## config.mk

```make
export PLATFORM = sky130hd
export DESIGN_NAME = som_htab
export DESIGN_NICKNAME = d
export VERILOG_FILES = /design/src/sv/som_pkg.sv /design/src/sv/som_htab.sv
export SDC_FILE = /design/constraint.sdc
export NUM_CORES = 2
export LEC_CHECK = 0
export BUFFER_PORTS_ARGS = -buffer_cell sky130_fd_sc_hd__buf_2
export CAP_MARGIN = 30
export CORE_ASPECT_RATIO = 2
export CORE_MARGIN = 2
export CORE_UTILIZATION = 40
export DETAILED_ROUTE_END_ITERATION = 7
export GPL_ROUTABILITY_DRIVEN = 0
export REMOVE_ABC_BUFFERS = 1
export SLEW_MARGIN = 15
export SYNTH_ARGS = -nofsm -noshare
export SYNTH_HDL_FRONTEND = slang
export SYNTH_SLANG_ARGS = --single-unit
```

## constraint.sdc

```tcl
create_clock -name clk -period 11.4 [get_ports clk]
set_input_delay 1.14 -clock clk [delete_from_list [all_inputs] [get_ports clk]]
set_output_delay 1.14 -clock clk [all_outputs]
set_load 0.005 [all_outputs]
```

## src/sv/som_pkg.sv

```systemverilog
// ----------------------------------------------------------------------------
// som_pkg
// shared types, constants and codes of the 2d self-organising map core
// ----------------------------------------------------------------------------
package som_pkg;

  localparam int GRID_ROWS  = 10;
  localparam int GRID_COLS  = 10;
  localparam int UNIT_COUNT = GRID_ROWS * GRID_COLS;
  localparam int ROW_W      = $clog2(GRID_ROWS);
  localparam int COL_W      = $clog2(GRID_COLS);
  localparam int CMP_W      = 8;

  // squared grid distances run from zero to the far corner
  localparam int HT_DEPTH = (GRID_ROWS - 1) * (GRID_ROWS - 1)
                          + (GRID_COLS - 1) * (GRID_COLS - 1) + 1;
  localparam int HT_AW    = $clog2(HT_DEPTH);

  localparam logic [16:0] ONE_Q16     = 17'h10000;
  localparam logic [16:0] LR_RESET    = 17'd13107;
  localparam logic [16:0] DECAY_RESET = 17'd30004;

  localparam logic [1:0] ACT_LOAD  = 2'd0;
  localparam logic [1:0] ACT_TRAIN = 2'd1;

  localparam logic [1:0] CFG_LEARNING_RATE  = 2'd0;
  localparam logic [1:0] CFG_NEIGHBOR_DECAY = 2'd1;

  typedef struct packed {
    logic [1:0]  action;
    logic [3:0]  unit_row;
    logic [3:0]  unit_col;
    logic [15:0] sample_x;
    logic [15:0] sample_y;
  } in_req_t;

  typedef struct packed {
    logic [3:0]  winner_row;
    logic [3:0]  winner_col;
    logic [32:0] min_distance;
    logic [15:0] weight_x;
    logic [15:0] weight_y;
  } out_res_t;

  typedef enum logic [2:0] {
    ST_IDLE,
    ST_PASS,
    ST_SEARCH,
    ST_PRE,
    ST_UPDATE
  } som_state_t;

endpackage

```

## src/sv/som_htab.sv

```systemverilog
// ----------------------------------------------------------------------------
// som_htab
// neighbourhood table: rate times decay to the power of squared distance
// ----------------------------------------------------------------------------
module som_htab
  import som_pkg::*;
(
  input  logic             clk,
  input  logic             rst_n,
  input  logic             build,
  input  logic [16:0]      alpha,
  input  logic [16:0]      decay,
  input  logic [HT_AW-1:0] rd_addr,
  output logic [16:0]      rd_data,
  output logic             ready
);

  logic [16:0]      mem [HT_DEPTH];
  logic [16:0]      rd_r;
  logic [16:0]      h_r, h_nxt;
  logic [HT_AW-1:0] idx_r, idx_nxt;
  logic             run_r, run_nxt;
  logic [33:0]      prod;

  // truncated q1.16 product, zero stays zero
  assign prod = 34'(h_r) * 34'(decay);

  always_comb begin
    h_nxt   = h_r;
    idx_nxt = idx_r;
    run_nxt = run_r;
    if (build) begin
      h_nxt   = alpha;
      idx_nxt = '0;
      run_nxt = 1'b1;
    end else if (run_r) begin
      h_nxt   = prod[32:16];
      idx_nxt = idx_r + 1'b1;
      if (idx_r == HT_AW'(HT_DEPTH - 1)) begin
        run_nxt = 1'b0;
      end
    end
  end

  always_ff @(posedge clk) begin
    if (!rst_n) begin
      run_r <= 1'b0;
      idx_r <= '0;
    end else begin
      run_r <= run_nxt;
      idx_r <= idx_nxt;
    end
    h_r <= h_nxt;
  end

  always_ff @(posedge clk) begin
    if (run_r && !build) begin
      mem[idx_r] <= h_r;
    end
    rd_r <= mem[rd_addr];
  end

  assign rd_data = rd_r;
  assign ready   = !run_r && !build;

endmodule

```

Word level (Yosys, flattened, before mapping). Memory sizes are Yosys's and may differ from the RTL's. A register that Yosys moved wholly into a read port is not among the register bits. Index checks and enable logic that the tools add are counted.

Add/sub/neg operators: 1. $mul: 1. Equality and inequality tests: 1. Muxes and demuxes: 7. Bitwise operators: 1. Reductions and logical operators: 6.

Operator list (count): 2-to-1 mux 17 bit (2); multiplier 17 x 17 -> 33 bit (1); adder 8 x 1 -> 8 bit, second input constant (1); equality test 8 bit, second input constant (1); 2-to-1 mux 1 bit (5); logical AND 1 bit (2); zero test 1 bit (2); nonzero test 2 bit (1); OR reduction 2 bit (1); inverter 1 bit (1).

Bits in registers: 26. RAM bits: 2771. Bits of input ports: 45. Memories: 1.

Memories: mem (depth 163, bits a word 17, read ports 1, clocked after Yosys merged registers in 1, wr ports 1, line som_htab.sv:18) `logic [16:0] mem [HT_DEPTH];`.

Longest topological paths before layout.
Word-level depth: 4. Mapped depth: 23. Gate-level depth less buffers: 22.

Least setup slack after synthesis. OpenSTA, ideal clock, no wires.

Path type: reg2reg. Start point: reg h_r[14]. End point: reg h_r[15] (data pin). Library setup time: 265 ps. Data arrival time: 7989 ps. Data required time: 11135 ps. Slack: 3145 ps. Stages on the path, launching flop included: 22. Buffers on the path: 2. Clock period less this slack: 8255 ps. Path through: edfxtp_1 -> clkbuf_1 -> clkbuf_1 -> nand2_1 -> fa_1 -> fa_1 -> fa_1 -> inv_1 -> fa_1 -> fa_1 -> inv_1 -> fa_1 -> inv_1 -> ha_1 -> a21o_1 -> a31oi_1 -> nor2_1 -> or3_1 -> o21ai_1 -> o21ai_0 -> and3_1 -> or3_1.

Longest elaborated chain between the ends: 3.

RTL lines: from (decl) (line som_htab.sv:20) `logic [16:0] h_r, h_nxt;`; from (signal assigned) (line som_htab.sv:53) `h_r <= h_nxt;`; multiplier 17 x 17 -> 33 bit (line som_htab.sv:26) `assign prod = 34'(h_r) * 34'(decay);`; 2-to-1 mux 17 bit (line som_htab.sv:36) `end else if (run_r) begin`; 2-to-1 mux 17 bit (line som_htab.sv:32) `if (build) begin`; named net h_nxt[15] (line som_htab.sv:20).

The timed path passes the listed nets, and every way through them passes these cells. The select of a mux whose other input is x is not followed. A chain may end at the register's enable or synchronous reset.

Worst setup path in the final report.
Start point: reg h_r[4]. End point: reg h_r[15] (data pin).

Same word-level chain as after synthesis.

==> reports/metrics.yaml <==
min_path:
  whs_path_depth: 2
  hold_class: "in2reg"
grt:
  antenna_found_initial: 9
  grt_pass1_wl_mm: 452
  grt_max_degree: 181
  grt_pass1_vias: 61651
  grt_use_total: 0.211
  gr-total-overflow: 0
synthesis:
  synthArstFlopShare: 0
  syn_inst: 6010
  synth_seq_area_share: 0.717
  synthesis.area_sq_um: 117000
  ys_ff_latch: 2814
  avgSynthCellArea_sq_um: 19.5
  ys.flop_type: "edfxtp_1"
  yosysWarnings: 0
  synth-edff-count: 2788
  synth_cell_types: 64
clock_tree:
  cts_root_buf: "clkbuf_16"
  clkLatencyLatePin_ps: 910
  cts_tree: "done"
  cts_sinks: 2814
  clk_pin_slew_worst_paths_ps: 70
  cts_setup_buffers: 0
  cts_hold_buffers: 0
  cts_made_buffers: 239
  clockBufferDepth: 4
  h-tree-depth: 4
  ctsResizeCount: 0
setup_path:
  r2r-end: "h_r[15]$_DFFE_PN_"
  critPathArrivalTime_ps: 8400
  crit_type: "reg2reg"
  cp_max_fo: 74
  crit_path_end_kind: "flop"
  cp-endpoint: "h_r[15]$_DFFE_PN_"
  r2r_start: "h_r[4]$_DFFE_PN_"
  ff2ff_setup_slack_ps: 3640
  startpoint_type: "flop"
  cp.required_ps: 12040
  cp-startpoint: "h_r[4]$_DFFE_PN_"
  reg2reg_depth: 20
sta:
  worstMarginPinSlew_ps: 1200
  period_share: 0.681
  skew_ps: 46.3
  finalHoldViolCount: 0
  period_minus_slack_ps: 7760
  setup_viol: 0
  fmax_mhz: 129
  drv_slew: 0
  setup_tns_ps: 0
  rsz0062_at_grt: "false"
  maxSlewHeadroom: 0.191
pwr:
  ir_drop_mv: 2.94
  pwr-share-comb: 0.478
  seqPwrFrac: 0.321
  internal_power_mw: 25.1
  p_per_area_nw_per_um2: 313
  leakage_nw: 43.5
  p_sw_frac: 0.392
  pwr-share-clk: 0.201
  switchingPower_mw: 16.2
run:
  drv_cap: 0
route:
  wl_per_cell_microns: 30.7
  viasPerCell: 5.65
  vias: 58330
  drt_first_pass_iters: 6
  drt_iter0_markers: 5420
  antenna_left: 0
  routed_wirelength_mm: 316
  drcViolationCount: 0
floorplanning:
  die_h_microns: 770
  placementRows: 281
  dieArea_sq_um: 298000
  start_util: 0.402
  design.core.area_sq_um: 293000
  pin_count: 63
  die_x_microns: 387
run_status:
  status: "complete, no violations"
layout:
  area_delta_synth_final_pct: 12.2
  final_nets: 6667
  utilization: 0.451
  drive_above_1_share: 0.232
place:
  port_buffers: 62
  dp_hpwl_mm: 201
power groups by stage:
stage	logic [mW]	clock network [mW]	registers, mW
floorplan	12.2	0	14.5
global placement	19.3	0	13.5
detailed placement	19.7	0	13.5
CTS	19.8	8.45	13.3
global route	21.9	8.80	13.3
finish	19.7	8.30	13.3
flip-flops by register name, indices dropped and copies added (netlist names):
register	flops
mem	2771
h_r	17
rd_data	17
idx_r	8
run_r	1
metal layers:
| layer | up-vias | routed length [microns] | global-route usage |
|---|---|---|---|
| met5 | - | 27 | 0 |
| met2 | 1861 | 174000 | 0.397 |
| met4 | 4 | 20600 | 0.118 |
| met3 | 602 | 14600 | 0.0227 |
| met1 | 31485 | 107000 | 0.229 |
| li1 | 24378 | - | - |
kinds of logic after synthesis:
group	share of synthesized area
adders and majority gates	0.0490
AOI/OAI and AO/OA	0.0224
and+or+nand+nor	0.0355
muxes	0.151
buffers and inverters	0.0232
xor gates and xnor gates	0.00164
DFF	0.717
area by class of cell:
type,instances,area (sq um)
well taps,3820,4780
repair buffers,366,3100
diodes,7,17.5
fillers,24802,161000
clock buffers,295,6320
clock inverters,139,1470
multi-input cells,2597,30800
inverters,277,1050
flip-flops and latches,2814,84200
how the worst min path moves through the flow:
stage | start | end | slack, ps
floorplan | mem[162][15]$_DFFE_PP_ | rd_data[15]$_DFF_P_ | 490
global placement | idx_r[1]$_SDFFE_PP0P_ | idx_r[1]$_SDFFE_PP0P_ | 560
detailed placement | idx_r[1]$_SDFFE_PP0P_ | idx_r[1]$_SDFFE_PP0P_ | 580
CTS | rst_n | run_r$_SDFF_PN0_ | 420
global route | rst_n | run_r$_SDFF_PN0_ | 470
finish | rst_n | run_r$_SDFF_PN0_ | 480
cell usage in the layout, fill, tap and decap left out, types with 30 or more instances in the layout:
| cell type | instances |
|---|---|
| clkbuf_16 | 242 |
| mux4_2 | 675 |
| nand3_1 | 57 |
| buf_4 | 253 |
| buf_2 | 66 |
| clkinv_1 | 41 |
| a21oi_1 | 72 |
| o22ai_1 | 50 |
| and2_1 | 126 |
| o21ai_0 | 60 |
| mux2i_1 | 252 |
| edfxtp_1 | 2788 |
| nand2_1 | 398 |
| o221ai_1 | 48 |
| and3_1 | 30 |
| inv_1 | 275 |
| nor2_1 | 139 |
| fa_1 | 221 |
| nor2_2 | 79 |
| clkbuf_1 | 46 |
| a211oi_1 | 33 |
| ha_1 | 106 |
| clkinv_2 | 42 |
cells in the mapped netlist, types with 57 or more instances:
cell type,number,area (sq um)
a21oi_1,72,360
buf_2,68,340
nor2_1,232,871
mux4_2,675,15200
ha_1,106,1330
inv_1,276,1040
clkbuf_1,152,571
o21ai_0,62,310
fa_1,221,4420
mux2i_1,252,2520
nand3_1,57,285
edfxtp_1,2788,83700
nand2_1,399,1500
and2_1,126,788
per-stage QoR:
step	std cells	cell area (sq um)	power [mW]	worst slack, ps	hold slack [ps]
finish	10315	132000	41.3	3640	483
global placement	9831	123000	32.8	3670	559
CTS	10299	132000	41.5	3670	422
global route	10309	132000	44.0	3190	469
floorplan	5688	116000	26.7	3160	494
detailed placement	9865	124000	33.2	3600	577
worst max-delay path: stages (launching register included):
cell and delay, ps:
edfxtp_1 780, buf_4 690, nand2_1 180, fa_1 440, inv_1 70, fa_1 430
fa_1 610, fa_1 440, fa_1 550, inv_1 70, fa_1 480, inv_1 40
ha_1 350, a21o_1 210, a31oi_1 280, nor2_1 110, or3_1 340, o21ai_1 500
o21ai_0 280, and3_1 210, or3_1 370
(Power assumes the default switching activity.)
