### config.mk
export PLATFORM = sky130hd
export DESIGN_NAME = som_pe
export DESIGN_NICKNAME = d
export VERILOG_FILES = /design/src/sv/som_pkg.sv /design/src/sv/som_pe.sv
export SDC_FILE = /design/constraint.sdc
export NUM_CORES = 2
export LEC_CHECK = 0
export BUFFER_PORTS_ARGS = -buffer_cell sky130_fd_sc_hd__buf_4
export CAP_MARGIN = 10
export CORE_MARGIN = 8
export CORE_UTILIZATION = 45
export DETAILED_ROUTE_END_ITERATION = 8
export SYNTH_ARGS = -nofsm -noshare
export SYNTH_HDL_FRONTEND = slang
export SYNTH_SLANG_ARGS = --single-unit
### constraint.sdc
create_clock -name vclk -period 16.95
set_input_delay 0.8475 -clock vclk [all_inputs]
set_output_delay 0.8475 -clock vclk [all_outputs]
set_load 0.01 [all_outputs]
### src/sv/som_pkg.sv
// ----------------------------------------------------------------------------
// som_pkg
// shared types, constants and codes of the 2d self-organising map core
// ----------------------------------------------------------------------------
package som_pkg;

  localparam int GRID_ROWS  = 10;
  localparam int GRID_COLS  = 10;
  localparam int UNIT_COUNT = GRID_ROWS * GRID_COLS;
  localparam int ROW_W      = $clog2(GRID_ROWS);
  localparam int COL_W      = $clog2(GRID_COLS);
  localparam int CMP_W      = 8;

  // squared grid distances run from zero to the far corner
  localparam int HT_DEPTH = (GRID_ROWS - 1) * (GRID_ROWS - 1)
                          + (GRID_COLS - 1) * (GRID_COLS - 1) + 1;
  localparam int HT_AW    = $clog2(HT_DEPTH);

  localparam logic [16:0] ONE_Q16     = 17'h10000;
  localparam logic [16:0] LR_RESET    = 17'd13107;
  localparam logic [16:0] DECAY_RESET = 17'd30004;

  localparam logic [1:0] ACT_LOAD  = 2'd0;
  localparam logic [1:0] ACT_TRAIN = 2'd1;

  localparam logic [1:0] CFG_LEARNING_RATE  = 2'd0;
  localparam logic [1:0] CFG_NEIGHBOR_DECAY = 2'd1;

  typedef struct packed {
    logic [1:0]  action;
    logic [3:0]  unit_row;
    logic [3:0]  unit_col;
    logic [15:0] sample_x;
    logic [15:0] sample_y;
  } in_req_t;

  typedef struct packed {
    logic [3:0]  winner_row;
    logic [3:0]  winner_col;
    logic [32:0] min_distance;
    logic [15:0] weight_x;
    logic [15:0] weight_y;
  } out_res_t;

  typedef enum logic [2:0] {
    ST_IDLE,
    ST_PASS,
    ST_SEARCH,
    ST_PRE,
    ST_UPDATE
  } som_state_t;

endpackage

### src/sv/som_pe.sv
// ----------------------------------------------------------------------------
// som_pe
// processing element at the ring head: distance to sample and weight update
// ----------------------------------------------------------------------------
module som_pe
  import som_pkg::*;
(
  input  logic [31:0] w,
  input  logic [15:0] sx,
  input  logic [15:0] sy,
  input  logic [16:0] h,
  output logic [32:0] sq_dist,
  output logic [31:0] upd
);

  function automatic logic [31:0] sq_diff(logic [15:0] a, logic [15:0] b);
    logic [15:0] dd;
    dd = (a > b) ? (a - b) : (b - a);
    return 32'(dd) * 32'(dd);
  endfunction

  // w + floor(h * (s - w) / 2^16), clamped
  function automatic logic [15:0] move_toward(logic [15:0] wv, logic [15:0] s,
                                              logic [16:0] hv);
    logic signed [16:0] diff;
    logic signed [34:0] prod;
    logic signed [18:0] delta;
    logic signed [19:0] r;
    diff  = $signed({1'b0, s}) - $signed({1'b0, wv});
    prod  = $signed({1'b0, hv}) * diff;
    delta = prod[34:16];
    r     = $signed({4'b0, wv}) + $signed({delta[18], delta});
    if (r < 0) begin
      return 16'd0;
    end else if (r > 20'sd65535) begin
      return 16'hffff;
    end else begin
      return r[15:0];
    end
  endfunction

  assign sq_dist = {1'b0, sq_diff(w[15:0], sx)} + {1'b0, sq_diff(w[31:16], sy)};
  assign upd     = {move_toward(w[31:16], sy, h), move_toward(w[15:0], sx, h)};

endmodule

Yosys cells after proc, flatten, opt, wreduce, memory -nomap -nowiden
Cells that the tools add are included.

word-level totals
  word-level logic and storage cells = 25
  register bits after elaboration = 0
  output and inout bits = 65
  input bits = 81

operators by class
  multiply operators = 4
  muxes and demuxes = 6
  order comparisons = 6
  add/sub/neg operators = 9

operator list
  operator                number
  $mux W16                6
  $mul A18 B17 Y35        2
  $mul A16 B16 Y32        2
  $sub A16 B16 Y16        4
  $add A17 B19 Y20        2
  $gt A20 B17 Y1 const B  2
  $lt A20 B1 Y1 const B   2
  $sub A16 B16 Y17        2
  $add A32 B32 Y33        1
  $gt A16 B16 Y1          2

Logic depth before layout (Yosys ltp)
  depth in word-level cells = 6
  depth in mapped cells = 48
  gate-level depth less buffers = 46

Least setup slack after synthesis
No wires, ideal clock.

  kind = input port to output port
  from = input sy[0]
  to = output upd[21]
  arrival = 10,661 ps
  cell stages on the path = 45
  slack = 5,442 ps
  path through = inv_1 ha_1 inv_1 fa_1 a21o_1 a21oi_1 o21bai_1 a21oi_1 o21bai_1 a21oi_1 o21ai_0 xor2_1 clkbuf_1 nand2_1 fa_1 inv_1 fa_1 fa_1 [... 9 more ...] a21oi_1 o21ai_0 o211ai_1 a21bo_2 a21o_1 a21o_1 xor2_1 ha_1 a21oi_1 nand2b_1 o21ai_0 a2111o_1 a31o_2 nand2b_1 o32ai_2 nor4_4 buf_6 a21oi_1

between the ends
  longest elaborated chain between the ends = 6

RTL lines
  element             RTL line      text
  start, declared     som_pe.sv:10  input logic [15:0] sy,
  $sub A16 B16 Y17 *  som_pe.sv:29  diff = $signed({1'b0, s}) - $signed({1'b0, wv});
  $mul A18 B17 Y35 *  som_pe.sv:30  prod = $signed({1'b0, hv}) * diff;
  $add A17 B19 Y20 *  som_pe.sv:32  r = $signed({4'b0, wv}) + $signed({delta[18], delta});
  $gt A20 B17 Y1      som_pe.sv:35  end else if (r > 20'sd65535) begin
  $mux W16            som_pe.sv:35
  $mux W16 *          som_pe.sv:33  if (r < 0) begin
  end, declared       som_pe.sv:13  output logic [31:0] upd

Every way passes the cells marked *; elsewhere a longest branch is shown, timed or not.

Final worst setup path
  from = input w[1]
  to = output upd[0]

between the ends
  longest elaborated chain between the ends = 6

RTL lines
  element             RTL line      text
  start, declared     som_pe.sv:8   input logic [31:0] w,
  $sub A16 B16 Y17    som_pe.sv:29
  $mul A18 B17 Y35    som_pe.sv:30
  $add A17 B19 Y20 *  som_pe.sv:32
  $gt A20 B17 Y1      som_pe.sv:35
  $mux W16            som_pe.sv:35
  $mux W16 *          som_pe.sv:33

Marked as above.

==> metrics.txt <==
# TYPE chip_impl_metric gauge
chip_impl_metric{name="min_path_cells",unit=""} 5
chip_impl_metric{name="cts_resized",unit=""} 0
chip_impl_metric{name="layout.area.seq",unit="sq um"} 0
chip_impl_metric{name="residual_drc_count",unit=""} 0
chip_impl_info{name="layout_common_cells",value="inv_1, fa_1, ha_1, nand2_1, nor2_1"} 1
chip_impl_metric{name="ios",unit=""} 146
chip_impl_metric{name="timing.final.crit_share",unit="%"} 80.3
chip_impl_metric{name="cts.hold.buffers_added",unit=""} 0
chip_impl_info{name="setup.worst_path.end_class",value="primary output"} 1
chip_impl_metric{name="slew_headroom",unit="%"} 18.6
chip_impl_metric{name="drv.max_cap_violation_count",unit=""} 0
chip_impl_metric{name="flops_and_latches",unit=""} 0
chip_impl_info{name="critPathSlowestCell",value="o31ai_1"} 1
chip_impl_metric{name="final.clkbuf_count",unit=""} 0
chip_impl_metric{name="overall_die_width",unit="um"} 309
chip_impl_metric{name="drt-pass1-iter-count",unit=""} 5
chip_impl_metric{name="synth.avg_cell_area",unit="sq um"} 8.60
chip_impl_metric{name="detailed_placement_wirelength_estimate",unit="mm"} 85.2
chip_impl_metric{name="place.port_buffers",unit=""} 146
chip_impl_metric{name="timing.critical_path.fanout_max",unit=""} 15
chip_impl_info{name="most_common_cell_after_layout_fill_and_taps_aside",value="inv_1"} 1
chip_impl_metric{name="coreArea",unit="sq um"} 85000
chip_impl_metric{name="finalSetupViolations",unit=""} 0
chip_impl_metric{name="ys_warn_count",unit=""} 0
chip_impl_metric{name="grt_max_degree",unit=""} 35
chip_impl_metric{name="tightestPinTransition",unit="ns"} 1.21
chip_impl_metric{name="timing.setup.tns",unit="ns"} 0
chip_impl_metric{name="floorplan.initialDensity",unit="%"} 45.4
chip_impl_metric{name="worst_path_largest_cell_delay",unit="ns"} 0.96
chip_impl_info{name="status",value="finished, final reports clean"} 1
chip_impl_metric{name="post_route_cells_drive_above_1_share",unit="%"} 6.52
chip_impl_info{name="worstSetupStartpointType",value="input port"} 1
chip_impl_metric{name="routed_wire_length_per_instance",unit="um"} 17.9
chip_impl_metric{name="gp_routability_congestion",unit=""} 0.918
chip_impl_metric{name="worstPathArrival",unit="ns"} 12.76
chip_impl_metric{name="worst_ep_required_time",unit="ns"} 16.10
chip_impl_metric{name="dr.first_iter.drc_count",unit=""} 1398
chip_impl_metric{name="grt_overflow",unit=""} 0
chip_impl_info{name="critical_path_class",value="in -> out"} 1
chip_impl_metric{name="timing.final.max_slew_violations",unit=""} 0
chip_impl_metric{name="drt-total-wl",unit="mm"} 102
chip_impl_metric{name="route.vias.total",unit=""} 29000
chip_impl_metric{name="final-hold-violation-count",unit=""} 0
chip_impl_metric{name="finalNetCount",unit=""} 5984
chip_impl_metric{name="detail_route.vias_per_cell",unit=""} 5.11
chip_impl_metric{name="die_height",unit="um"} 309
chip_impl_metric{name="clock.fmax",unit="MHz"} 73.5
chip_impl_metric{name="global_route_wire_length_before_repair",unit="mm"} 170
chip_impl_metric{name="mappedNetlistNets",unit=""} 5943
chip_impl_metric{name="globalRouteTotalUtil",unit="%"} 22.1
chip_impl_info{name="min_path_type",value="in -> out"} 1
chip_impl_metric{name="first_global_vias",unit=""} 31600
chip_impl_metric{name="ant_nets_after_route",unit=""} 0
chip_impl_info{name="grt_setup_unrepaired",value="false"} 1
chip_impl_metric{name="placement_rows",unit=""} 107
chip_impl_metric{name="synth_area",unit="sq um"} 38600
chip_impl_metric{name="post_cts.repair.setup_buffers",unit=""} 0
chip_impl_metric{name="ys_seq_area_share",unit="%"} 0
chip_impl_metric{name="area_of_the_die",unit="sq um"} 95300
chip_impl_metric{name="timing.final.crit_period",unit="ns"} 13.61
chip_impl_metric{name="yosys.cell_types.count",unit=""} 85
chip_impl_metric{name="area_growth",unit="%"} 6.28
chip_impl_metric{name="syn-instance-count",unit=""} 4487
chip_impl_metric{name="grt_antenna_before_repair",unit=""} 4
-- per-layer routing --
layer	vias to the layer above	GRT usage, %	wire length, um
li1	13500	-	-
met1	14700	30.4	45900
met2	678	38.5	49400
met3	127	1.78	4380
met4	2	4.12	2080
met5	-	0	13
-- kinds of logic (layout without fill, tap and decap cells) --
group	Yosys count	in the layout	share of synthesized area [%]
mux	28	28	0.746
buf+inv	1334	1373	13.1
fa+ha+maj	1375	1375	61.0
other cells	0	2	0
xor+xnor	146	146	3.41
simple gates	1155	1155	14.1
compound gates	449	449	7.71
-- path summary, 6_finish.rpt --
check	startpoint	endpoint	slack, ns
max	w[1]	upd[0]	3.34
min	w[16]	upd[16]	2.22
-- stage by stage --
| stage | instances | hold WS, ns | util [%] | cell area [sq um] | setup slack (ns) |
|---|---|---|---|---|---|
| 6_report | 5672 | 2.22 | 48.2 | 41000 | 3.34 |
| 2_1_floorplan | 4487 | 2.02 | - | 38600 | 5.44 |
| 3_5_place_dp | 5670 | 2.22 | 48.2 | 41000 | 3.36 |
| 5_1_grt | 5670 | 2.25 | 48.2 | 41000 | 2.30 |
| 3_3_place_gp | 5670 | 2.19 | 48.2 | 41000 | 3.34 |
| 4_1_cts | 5670 | 2.22 | 48.2 | 41000 | 3.33 |
-- Yosys cell counts, types with 7 or more instances --
cell	number	area, sq um
a31oi_1	21	131
nor2b_1	51	319
o21a_1	15	113
clkbuf_1	154	578
nor2_1	296	1110
a21oi_1	147	736
o211ai_1	7	52.6
and3_1	24	150
o21ai_0	59	295
nand2b_1	54	338
fa_1	841	16800
ha_1	534	6680
a211oi_1	19	143
inv_1	1160	4350
nand2_1	416	1560
buf_2	9	45.0
nand4_1	11	68.8
or2_2	46	288
nand3_1	30	150
xor2_1	44	385
nor3_1	20	100
a21o_1	71	533
mux2i_1	25	250
o21bai_1	31	233
xnor2_1	98	858
and2_1	181	1130
-- cell type report --
class / count / area [sq um]
Antenna cell: 2 / 5.00
Inverter: 1167 / 4380
Tap cell: 1144 / 1430
Multi-Input combinational cell: 3153 / 33600
Timing Repair Buffer: 206 / 1550
Fill cell: 8386 / 44000
-- worst max-delay path, delay by kind of cell --
kind / cells / cell delay (ns)
compound gates: 17 / 5.37
simple gates: 9 / 2.23
fa+ha+maj: 9 / 3.52
buf+inv: 7 / 0.78
Power is not shown: default switching activity piles up to over one toggle a cycle in this logic, so the estimate is an artifact.
