$ cat src/sv/som_pkg.sv
// ----------------------------------------------------------------------------
// som_pkg
// shared types, constants and codes of the 2d self-organising map core
// ----------------------------------------------------------------------------
package som_pkg;

  localparam int GRID_ROWS  = 10;
  localparam int GRID_COLS  = 10;
  localparam int UNIT_COUNT = GRID_ROWS * GRID_COLS;
  localparam int ROW_W      = $clog2(GRID_ROWS);
  localparam int COL_W      = $clog2(GRID_COLS);
  localparam int CMP_W      = 8;

  // squared grid distances run from zero to the far corner
  localparam int HT_DEPTH = (GRID_ROWS - 1) * (GRID_ROWS - 1)
                          + (GRID_COLS - 1) * (GRID_COLS - 1) + 1;
  localparam int HT_AW    = $clog2(HT_DEPTH);

  localparam logic [16:0] ONE_Q16     = 17'h10000;
  localparam logic [16:0] LR_RESET    = 17'd13107;
  localparam logic [16:0] DECAY_RESET = 17'd30004;

  localparam logic [1:0] ACT_LOAD  = 2'd0;
  localparam logic [1:0] ACT_TRAIN = 2'd1;

  localparam logic [1:0] CFG_LEARNING_RATE  = 2'd0;
  localparam logic [1:0] CFG_NEIGHBOR_DECAY = 2'd1;

  typedef struct packed {
    logic [1:0]  action;
    logic [3:0]  unit_row;
    logic [3:0]  unit_col;
    logic [15:0] sample_x;
    logic [15:0] sample_y;
  } in_req_t;

  typedef struct packed {
    logic [3:0]  winner_row;
    logic [3:0]  winner_col;
    logic [32:0] min_distance;
    logic [15:0] weight_x;
    logic [15:0] weight_y;
  } out_res_t;

  typedef enum logic [2:0] {
    ST_IDLE,
    ST_PASS,
    ST_SEARCH,
    ST_PRE,
    ST_UPDATE
  } som_state_t;

endpackage

$ cat src/sv/som_cell.sv
// ----------------------------------------------------------------------------
// som_cell
// one map unit: holds a weight pair and hands it on along the ring
// ----------------------------------------------------------------------------
module som_cell
  import som_pkg::*;
(
  input  logic        clk,
  input  logic        rst_n,
  input  logic        shift,
  input  logic [31:0] d,
  output logic [31:0] q
);

  logic [31:0] w_r;
  logic [31:0] w_nxt;

  assign w_nxt = shift ? d : w_r;

  always_ff @(posedge clk) begin
    if (!rst_n) begin
      w_r <= '0;
    end else begin
      w_r <= w_nxt;
    end
  end

  assign q = w_r;

endmodule

$ cat config.mk
export PLATFORM = sky130hd
export DESIGN_NAME = som_cell
export DESIGN_NICKNAME = d
export VERILOG_FILES = /design/src/sv/som_pkg.sv /design/src/sv/som_cell.sv
export SDC_FILE = /design/constraint.sdc
export NUM_CORES = 1
export LEC_CHECK = 0
export ABC_CLOCK_PERIOD_IN_PS = 900
export BUFFER_PORTS_ARGS = -buffer_cell sky130_fd_sc_hd__buf_2
export CAP_MARGIN = 20
export CORE_UTILIZATION = 43
export CTS_CLUSTER_SIZE = 30
export DETAILED_ROUTE_END_ITERATION = 7
export GPL_TIMING_DRIVEN = 0
export MAX_ROUTING_LAYER = met4
export PLACE_DENSITY = 0.77
export SYNTH_ARGS = -nofsm -noshare
export SYNTH_HDL_FRONTEND = slang
export SYNTH_SLANG_ARGS = --single-unit
$ cat constraint.sdc
create_clock -name clk -period 0.9 [get_ports clk]
set_clock_uncertainty 0.2 [all_clocks]
set_input_delay 0.045 -clock clk [delete_from_list [all_inputs] [get_ports clk]]
set_output_delay 0.045 -clock clk [all_outputs]
set_load 0.05 [all_outputs]
# Word-level counts from Yosys, hierarchy flattened
# Index checks and enable logic that the tools add are counted.
# totals
register_bits	32
latchBits	0
ramBits	0
rom_bits	0
in_bits	35
out_inout_bits	32
word_cells	1
memories	0
# op_classes
add_sub_neg	0
multipliers	0
n_div	0
order_cmp	0
eq_ne	0
n_shift	0
n_mux	0
bitwise	0
n_reduce_logical	0

# Depth between registers and ports, before layout
# Gate-level depths: netlist (run 1).
# depth
depth_word	0
ltp_mapped	4
mapped_depth_nobuf	2

# Least setup slack after synthesis (run 1)
# No wires, ideal clock.
# synth_timing
path_type	register to register
from	register, netlist name q[0]
to	register w_r[0] (netlist: q[0])
setup_ns	0.066
arrival_time_ns	0.838
required_time_ns	0.634
path_slack_ns	-0.203
stages_incl_launch_ff	3
path_buffers	0
synth_period_minus_slack_ns	1.103
path_cell_list	dfxtp_1 > mux2i_1 > nor2b_1
# synth_lines
element	line_no	rtl
to (signal assigned)	som_cell.sv:24	w_r <= w_nxt;
to (decl)	som_cell.sv:15	logic [31:0] w_r;

# Final worst setup path (run 1)
# layout_timing
from	register w_r[28] (netlist: q[28])
to	output port q[28]
# layout_lines
element	line_no	rtl
to (decl)	som_cell.sv:12	output logic [31:0] q
# No word-level cell between the ends.

==> metrics.csv, run 1 <==
metric,value,unit
drive_above_1_share,0.531,
final_util,0.897,
insertion_delay,0.32,ns
start_kind,flip-flop,
cpPeakStageDelay,0.38,ns
power,3.61,mW
cp_cell_sequence,buf_8,
syn-instance-count,103,
ctsLongestPathBuffers,2,
antenna_cells,0,
io_buffers,65,
synth.area.top_cells,"dfxtp_1, mux2i_1, nor2b_1",
synth_xor_area_frac,0,
core,2760,sq um
syn_area,1240,sq um
synth_cell_type_count,6,
cts-htree-levels,2,
ant_nets,0,
synth_commonest_cells,"dfxtp_1, mux2i_1, nor2b_1",
die_y,55.8,um
design_area,2470,sq um
post_dp_cell_area,1730,sq um
clkPwrFrac,0.293,
violations,"negative hold slack, negative setup slack",
crit_end,q[28],
start_util,0.451,
synth-seq-area-share,0.515,
hold_violations,11,
post-dp-hpwl,1.84,mm
comb_power_share,0.278,
rsz0062_at_grt,yes,
setup_ws,-0.203,ns
ys_warn_count,0,
p_switching,1.05,mW
gp_congestion,0.692,
grt_pass1_vias,1203,
worstSetupStartpoint,q[28],
slew_violations,0,
synth-edff-count,0,
min_period_over_period,1.23,
ys_seq_elements,32,
critical_path_class,flip-flop to output pin,
stdcell_count,240,
dieArea,3110,sq um
drc,0,
drt_pre_antenna_iters,6,
relSlewSlack,0.774,
hold_path.class,primary input to flip-flop,
crit_fanout,2,
io_pins,67,
synthSimpleGateAreaFrac,0.161,
cts_root_buf,clkbuf_4,
cp_top_family,flip-flops,
first_iter_violations,25,
fp.dieW,55.8,um
synth_flop_cell,dfxtp_1,
whs_path_depth,3,
clkSlewWorstSetupHoldPaths,0.10,ns
worst_ep_arrival_time,0.86,ns
wirelength,3.61,mm
syn_nets,138,
synth_top_family_by_area,multiplexers,
setup_viol,38,
p_seq_frac,0.429,
fmax,906,MHz
grt_max_degree,11,
nets,243,
p_int,2.56,mW
swShare,0.291,
vdd_drop_max,1690,uV
synthMuxAreaShare,0.258,
p_leak,1.11,nW
cts-buffers-inserted,5,
yosys.area.top_type,dfxtp_1,
grt-ovfl-total,0,
dp_cells,199,
cts.sinks,32,
async_reset_ff_frac,0,
largest_reg_flops,32,
critical_path.endpoint_type,output pin,
syn_to_final_growth,99.0,%
rows,19,
holdWs,-0.153,ns
r2r-start,q[5],
max_slew.worst_pin.slew,0.339,ns
antenna_found_initial,0,
period_minus_slack,1.10,ns
grt_pass1_wl,5.58,mm
yosys.area_share.adder,0,
wl_per_cell,15.0,um
setup_tns,-6.03,ns
synth_top_area_frac,0.515,
synth_compound_area_frac,0,
grt_usage,0.244,
vias,1128,
r2r_end,q[5],
vias_per_cell,4.70,
cp_num_cells,1,
reg2reg_slack,-0.14,ns
slowest_stage,dfxtp_4,
crit_buf_inv,1,
cp.required,0.65,ns
p_per_area,1460,nW/um^2
maxCapViolations,0,
syn_avg_cell_area,12.1,sq um
outcome,"complete, but fails checks",
cts_tree,yes,
reg2reg_depth,3,
-- power by group through the flow --
stage | clock [mW] | sequential (mW) | combinational (mW)
5_1_grt | 1.16 | 1.56 | 1.05
3_5_place_dp | 0 | 1.54 | 0.694
3_3_place_gp | 0 | 1.53 | 0.682
4_1_cts | 1.08 | 1.54 | 0.957
2_1_floorplan | 0 | 1.84 | 0.212
6_report | 1.06 | 1.55 | 1.00
-- stage by stage --
stage | hold slack, ns | setup WS, ns
3_3_place_gp | 0.0978 | 0.0212
4_1_cts | -0.223 | -0.197
6_report | -0.153 | -0.203
2_1_floorplan | -0.0282 | 0.0272
5_1_grt | -0.139 | -0.238
3_5_place_dp | 0.111 | -0.0183
-- kinds of logic after synthesis --
| kind of cell | after synthesis |
|---|---|
| buffers and inverters | 7 |
| flip-flops | 32 |
| multiplexers | 32 |
| AND/OR/NAND/NOR | 32 |
-- cells in the final DEF (no fill, tap or decap), drive strengths merged --
master	netlist	routed
dlymetal6s4s	0	1
clkinv	0	1
clkbuf	3	9
buf	4	69
bufinv	0	1
mux2i	32	32
dfxtp	32	32
dlygate4sd3	0	32
nor2b	32	32
-- routing by layer --
layer / wire length [um] / GRT usage
met1: 1330 / 0.247
met5: 0 / -
met3: 203 / 0.102
met2: 1980 / 0.420
met4: 96 / 0.0857
-- worst min path at each step --
stage	endpoint	from
floorplan	q[29]	rst_n
global placement	q[25]	d[25]
detailed placement	q[5]	d[5]
CTS	q[29]	rst_n
global route	q[31]	shift
finish	q[31]	shift
-- cell type report --
type | instances | area [sq um]
Tap cell | 31 | 38.8
Clock buffer | 6 | 41.3
Fill cell | 105 | 283
Clock inverter | 2 | 35.0
Buffer | 7 | 82.6
Sequential cell | 32 | 761
Multi-Input combinational cell | 64 | 532
Timing Repair Buffer | 98 | 985
-- worst reg2reg max path, stage by stage, from the launching register on --
cell,delay (ns)
dfxtp_4,0.37
buf_6,0.12
mux2i_2,0.17
nor2b_1,0.08
-- timing repair --
action / CTS / global route
hold endpoints to repair: 32 / 10
endpoints found under the setup margin: 32 / 41
buffers inserted: 0 / 1
gates resized for setup: 96 / 5
hold buffers: 30 / 3
Power figures use the tool's default switching activity.
==> inputs of run 2 (changes only) <==
==> constraint.sdc (replaced) <==
create_clock -name clk -period 0.9 [get_ports clk]
set_clock_uncertainty 0.2 [all_clocks]
set_input_delay 0.135 -clock clk [delete_from_list [all_inputs] [get_ports clk]]
set_output_delay 0.135 -clock clk [all_outputs]
set_load 0.05 [all_outputs]
==> metrics.csv, run 2 (synthesis gave the netlist of run 1 again) <==
metric,value,unit,change
max_slew.worst_pin.slew,0.328,ns,-0.0112 ns
critical_path_class,flip-flop to output pin,,
outcome,"complete, but fails checks",,
critical_path.endpoint_type,output pin,,
whs_path_depth,3,,unchanged
hold_violations,32,,+21
p_per_area,1600,nW/um^2,+9.5%
ctsLongestPathBuffers,2,,unchanged
clkSlewWorstSetupHoldPaths,0.10,ns,about the same
io_buffers,65,,unchanged
crit_buf_inv,1,,unchanged
power,3.44,mW,-4.7%
setup_viol,34,,-11%
start_util,0.451,,unchanged
rows,19,,unchanged
period_minus_slack,1.16,ns,+0.0601 ns
violations,"negative hold slack, negative setup slack",,
final_util,0.781,,-0.116
gp_congestion,0.692,,about the same
first_iter_violations,5,,-80%
cts_root_buf,clkbuf_4,,
final_common_cell,buf_2,,
cpPeakStageDelay,0.37,ns,about the same
p_leak,0.986,nW,-12%
final_cell_mix,"buf_2, mux2i_1, nor2b_1, buf_8, dfxtp_4",,
maxCapViolations,0,,unchanged
syn_to_final_growth,73.2,%,
drive_above_1_share,0.612,,+0.0813
wirelength,2.68,mm,-26%
grt_max_degree,11,,unchanged
holdWs,-0.130,ns,+0.0224 ns
design_area,2150,sq um,-13%
antenna_cells,0,,unchanged
min_from,d[13],,
relSlewSlack,0.781,,+0.00744
worstSetupStartpoint,q[12],,
largest_reg_flops,32,,unchanged
start_kind,flip-flop,,
vias,978,,-13%
grt_usage,0.195,,-0.0482
grt_pass1_vias,999,,-17%
grt_pass1_wl,4.49,mm,-19%
drt_pre_antenna_iters,4,,-2
cts.sinks,32,,unchanged
cts_tree,yes,,
dieArea,3110,sq um,unchanged
wl_per_cell,12.8,um,-15%
rsz0062_at_grt,yes,,
cts-buffers-inserted,5,,unchanged
slowest_stage,dfxtp_4,,
core,2760,sq um,unchanged
drc,0,,unchanged
grt-ovfl-total,0,,unchanged
r2r-start,q[20],,
reg2reg_slack,-0.07,ns,+0.07 ns
slew_violations,0,,unchanged
dp_cells,199,,unchanged
nets,212,,-13%
cts-htree-levels,2,,unchanged
antenna_found_initial,0,,unchanged
fp.dieW,55.8,um,unchanged
min_period_over_period,1.29,,+0.0668
cp_top_family,flip-flops,,
cp_cell_sequence,buf_8,,
die_y,55.8,um,unchanged
crit_fanout,2,,unchanged
reg2reg_depth,3,,unchanged
post_dp_cell_area,1740,sq um,+0.51%
fmax,860,MHz,-5.2%
insertion_delay,0.32,ns,about the same
stdcell_count,209,,-13%
post-dp-hpwl,1.74,mm,-5.2%
vdd_drop_max,1380,uV,-19%
worst_ep_arrival_time,0.83,ns,-0.03 ns
hold_path.class,primary input to flip-flop,,
vias_per_cell,4.68,,-0.44%
setup_ws,-0.263,ns,-0.0601 ns
ant_nets,0,,unchanged
cp.required,0.56,ns,-0.09 ns
io_pins,67,,unchanged
cp_num_cells,1,,unchanged
[run 2: cell count changes in the layout (fill, tap and decap cells not counted), sizes merged]
cell / before / now
clkinv: 1 / 2
buf: 69 / 71
dlygate4sd3: 32 / 0
clkbuf: 9 / 8
dlymetal6s4s: 1 / 0
[run 2: repair_timing]
| action | 4_1_cts | 5_1_grt |
|---|---|---|
| setup buffers | 0 | 2 |
| endpoints found under the setup margin | 32 | 36 |
| gates resized for setup | 96 | 2 |
| endpoints found under the hold margin | 32 | 32 |
[run 2: metal layers]
| metal | up-vias | global-route usage | part of all wire |
|---|---|---|---|
| li1 | 487 | - | - |
| met1 | 450 | 0.203 | 0.37 |
| met2 | 39 | 0.343 | 0.57 |
| met3 | 2 | 0.0558 | 0.056 |
| met4 | 0 | 0.0857 | 0.0056 |
| met5 | - | - | 0 |
[run 2: through the flow]
stage / setup TNS (ns) / setup WS [ns] / hold slack [ns]
after floorplan: 0 / 0.00400 / 0.0618
after global placement: -2.18 / -0.0789 / 0.190
after detailed placement: -2.43 / -0.110 / 0.197
after CTS: -8.88 / -0.287 / -0.153
after global routing: -9.78 / -0.310 / -0.138
final: -8.18 / -0.263 / -0.130
[run 2: power by group]
group / switching, mW / internal, mW
sequential: 0.0749 / 1.47
combinational: 0.454 / 0.421
clock: 0.456 / 0.567
[run 2: final timing paths]
check        endpoint
max             q[12]
min             q[13]
max reg2reg     q[20]
min reg2reg      q[1]
[run 2: cell type report]
class	count	area, sq um
buffer	7	91.3
clock buffer	5	37.5
clock inverter	3	37.5
fill	174	603
multi-input combinational	64	520
sequential	32	761
tap	31	38.8
timing repair buffer	67	668
[run 2: tightest hold or removal path: cells and delay by family]
| kind | cells | cell delay (ns) |
|---|---|---|
| and+or+nand+nor | 1 | 0.09 |
| muxes | 1 | 0.06 |
| buffers and inverters | 1 | 0.07 |
==> inputs of run 3 (changes only) <==
Settings changed: MAX_ROUTING_LAYER met4 to not set, RECOVER_POWER set to 25.
==> metrics.csv, run 3 (synthesis gave the netlist of run 1 again) <==
metric,value,unit,change
cts.sinks,32,,unchanged
io_buffers,65,,unchanged
ant_nets,0,,unchanged
rsz0062_at_grt,yes,,
grt_max_degree,11,,unchanged
hold_violations,32,,unchanged
cts-buffers-inserted,5,,unchanged
p_per_area,1600,nW/um^2,about the same
nets,212,,unchanged
slowest_stage,dfxtp_4,,
slew_violations,0,,unchanged
setup_tns,-8.23,ns,-0.0495 ns
final_cell_mix,"buf_2, mux2i_1, nor2b_1, buf_8, dfxtp_4",,
stdcell_count,209,,unchanged
insertion_delay,0.32,ns,about the same
grt_pass1_vias,999,,unchanged
setup_viol,34,,unchanged
cts_tree,yes,,
drive_above_1_share,0.612,,unchanged
antenna_cells,0,,unchanged
vias_per_cell,4.69,,+0.31%
period_minus_slack,1.16,ns,+0.00116 ns
dp_cells,199,,unchanged
vdd_drop_max,1380,uV,about the same
holdWs,-0.131,ns,-0.00130 ns
largest_reg_flops,32,,unchanged
hold_path.class,primary input to flip-flop,,
start_util,0.451,,unchanged
first_iter_violations,5,,unchanged
cp_top_family,flip-flops,,
dieArea,3110,sq um,unchanged
multi_input_area,520,sq um,unchanged
io_pins,67,,unchanged
outcome,"complete, but fails checks",,
cts_root_buf,clkbuf_4,,
drc,0,,unchanged
final_util,0.781,,unchanged
critical_path_class,flip-flop to output pin,,
crit_buf_inv,1,,unchanged
min_period_over_period,1.29,,about the same
setup_ws,-0.265,ns,-0.00116 ns
gp_congestion,0.685,,-1.0%
crit_fanout,2,,unchanged
clkSlewWorstSetupHoldPaths,0.10,ns,about the same
wl_per_cell,12.8,um,unchanged
wirelength,2.68,mm,unchanged
core,2760,sq um,unchanged
cpPeakStageDelay,0.37,ns,about the same
fp.dieW,55.8,um,unchanged
grt_pass1_wl,4.49,mm,unchanged
start_kind,flip-flop,,
cp.required,0.56,ns,about the same
p_leak,0.986,nW,unchanged
max_slew.worst_pin.slew,0.329,ns,+0.00122 ns
violations,"negative hold slack, negative setup slack",,
grt_usage,0.190,,-0.00540
worst_ep_arrival_time,0.83,ns,about the same
final.fill_count,174,,unchanged
syn_to_final_growth,73.2,%,unchanged
dpl_worst_slack,-0.110,ns,unchanged
grt-ovfl-total,0,,unchanged
rows,19,,unchanged
cp_cell_sequence,buf_8,,
die_y,55.8,um,unchanged
final_common_cell,buf_2,,
drt_pre_antenna_iters,4,,unchanged
maxCapViolations,0,,unchanged
antenna_found_initial,0,,unchanged
relSlewSlack,0.780,,-0.000811
ctsLongestPathBuffers,2,,unchanged
regArea,761,sq um,unchanged
fmax,859,MHz,about the same
post-dp-hpwl,1.74,mm,unchanged
vias,981,,+0.31%
critical_path.endpoint_type,output pin,,
cts-htree-levels,2,,unchanged
run 3: metrics by stage:
stage	hold WS [ns]	power [mW]	instance area, sq um
5_1_grt	-0.138	3.60	2150
6_report	-0.131	3.44	2150
3_3_place_gp	0.190	2.22	1740
4_1_cts	-0.153	3.48	2130
2_1_floorplan	0.0618	2.06	1370
3_5_place_dp	0.197	2.23	1740
run 3: power by group:
| group | total (mW) | internal (mW) | leakage [nW] | switching [mW] |
|---|---|---|---|---|
| clock network | 1.03 | 0.567 | 0.0403 | 0.458 |
| logic | 0.875 | 0.421 | 0.660 | 0.454 |
| registers | 1.54 | 1.47 | 0.285 | 0.0749 |
| total | 3.44 | 2.45 | 0.986 | 0.987 |
run 3: timing repair:
action / in CTS / in global routing
setup buffers: 0 / 2
endpoints found under the setup margin: 32 / 36
endpoints found under the hold margin: 32 / 32
resized for setup: 96 / 2
run 3: worst register-to-register path, stage by stage (launching register included):
cell,delay [ns]
dfxtp_4,0.36
buf_6,0.11
mux2i_1,0.13
nor2b_1,0.07
run 3: cell type report:
| type | instances | share of cell area |
|---|---|---|
| buffer | 7 | 0.0424 |
| clock buffer | 5 | 0.0174 |
| clock inverter | 3 | 0.0174 |
| multi-input combinational | 64 | 0.242 |
| sequential | 32 | 0.353 |
| tap | 31 | 0.0180 |
| timing repair buffer | 67 | 0.310 |
run 3: path summary, 6_finish.rpt:
path                            startpoint    end  slack, ns  cells past startpoint
worst max-delay path                 q[12]  q[12]      -0.26                      1
worst min-delay path                 d[13]  q[13]      -0.13                      3
worst max register to register       q[20]  q[20]      -0.07                      3
worst min register to register        q[1]   q[1]       0.34                      2
run 3: routing by layer:
metal	routed length [um]	share of wire	track usage	up-vias
met3	152	0.057	0.0581	4
met5	0	0	0	-
met2	1500	0.56	0.343	39
met4	30	0.011	0.0857	0
met1	995	0.37	0.201	451
li1	-	-	-	487
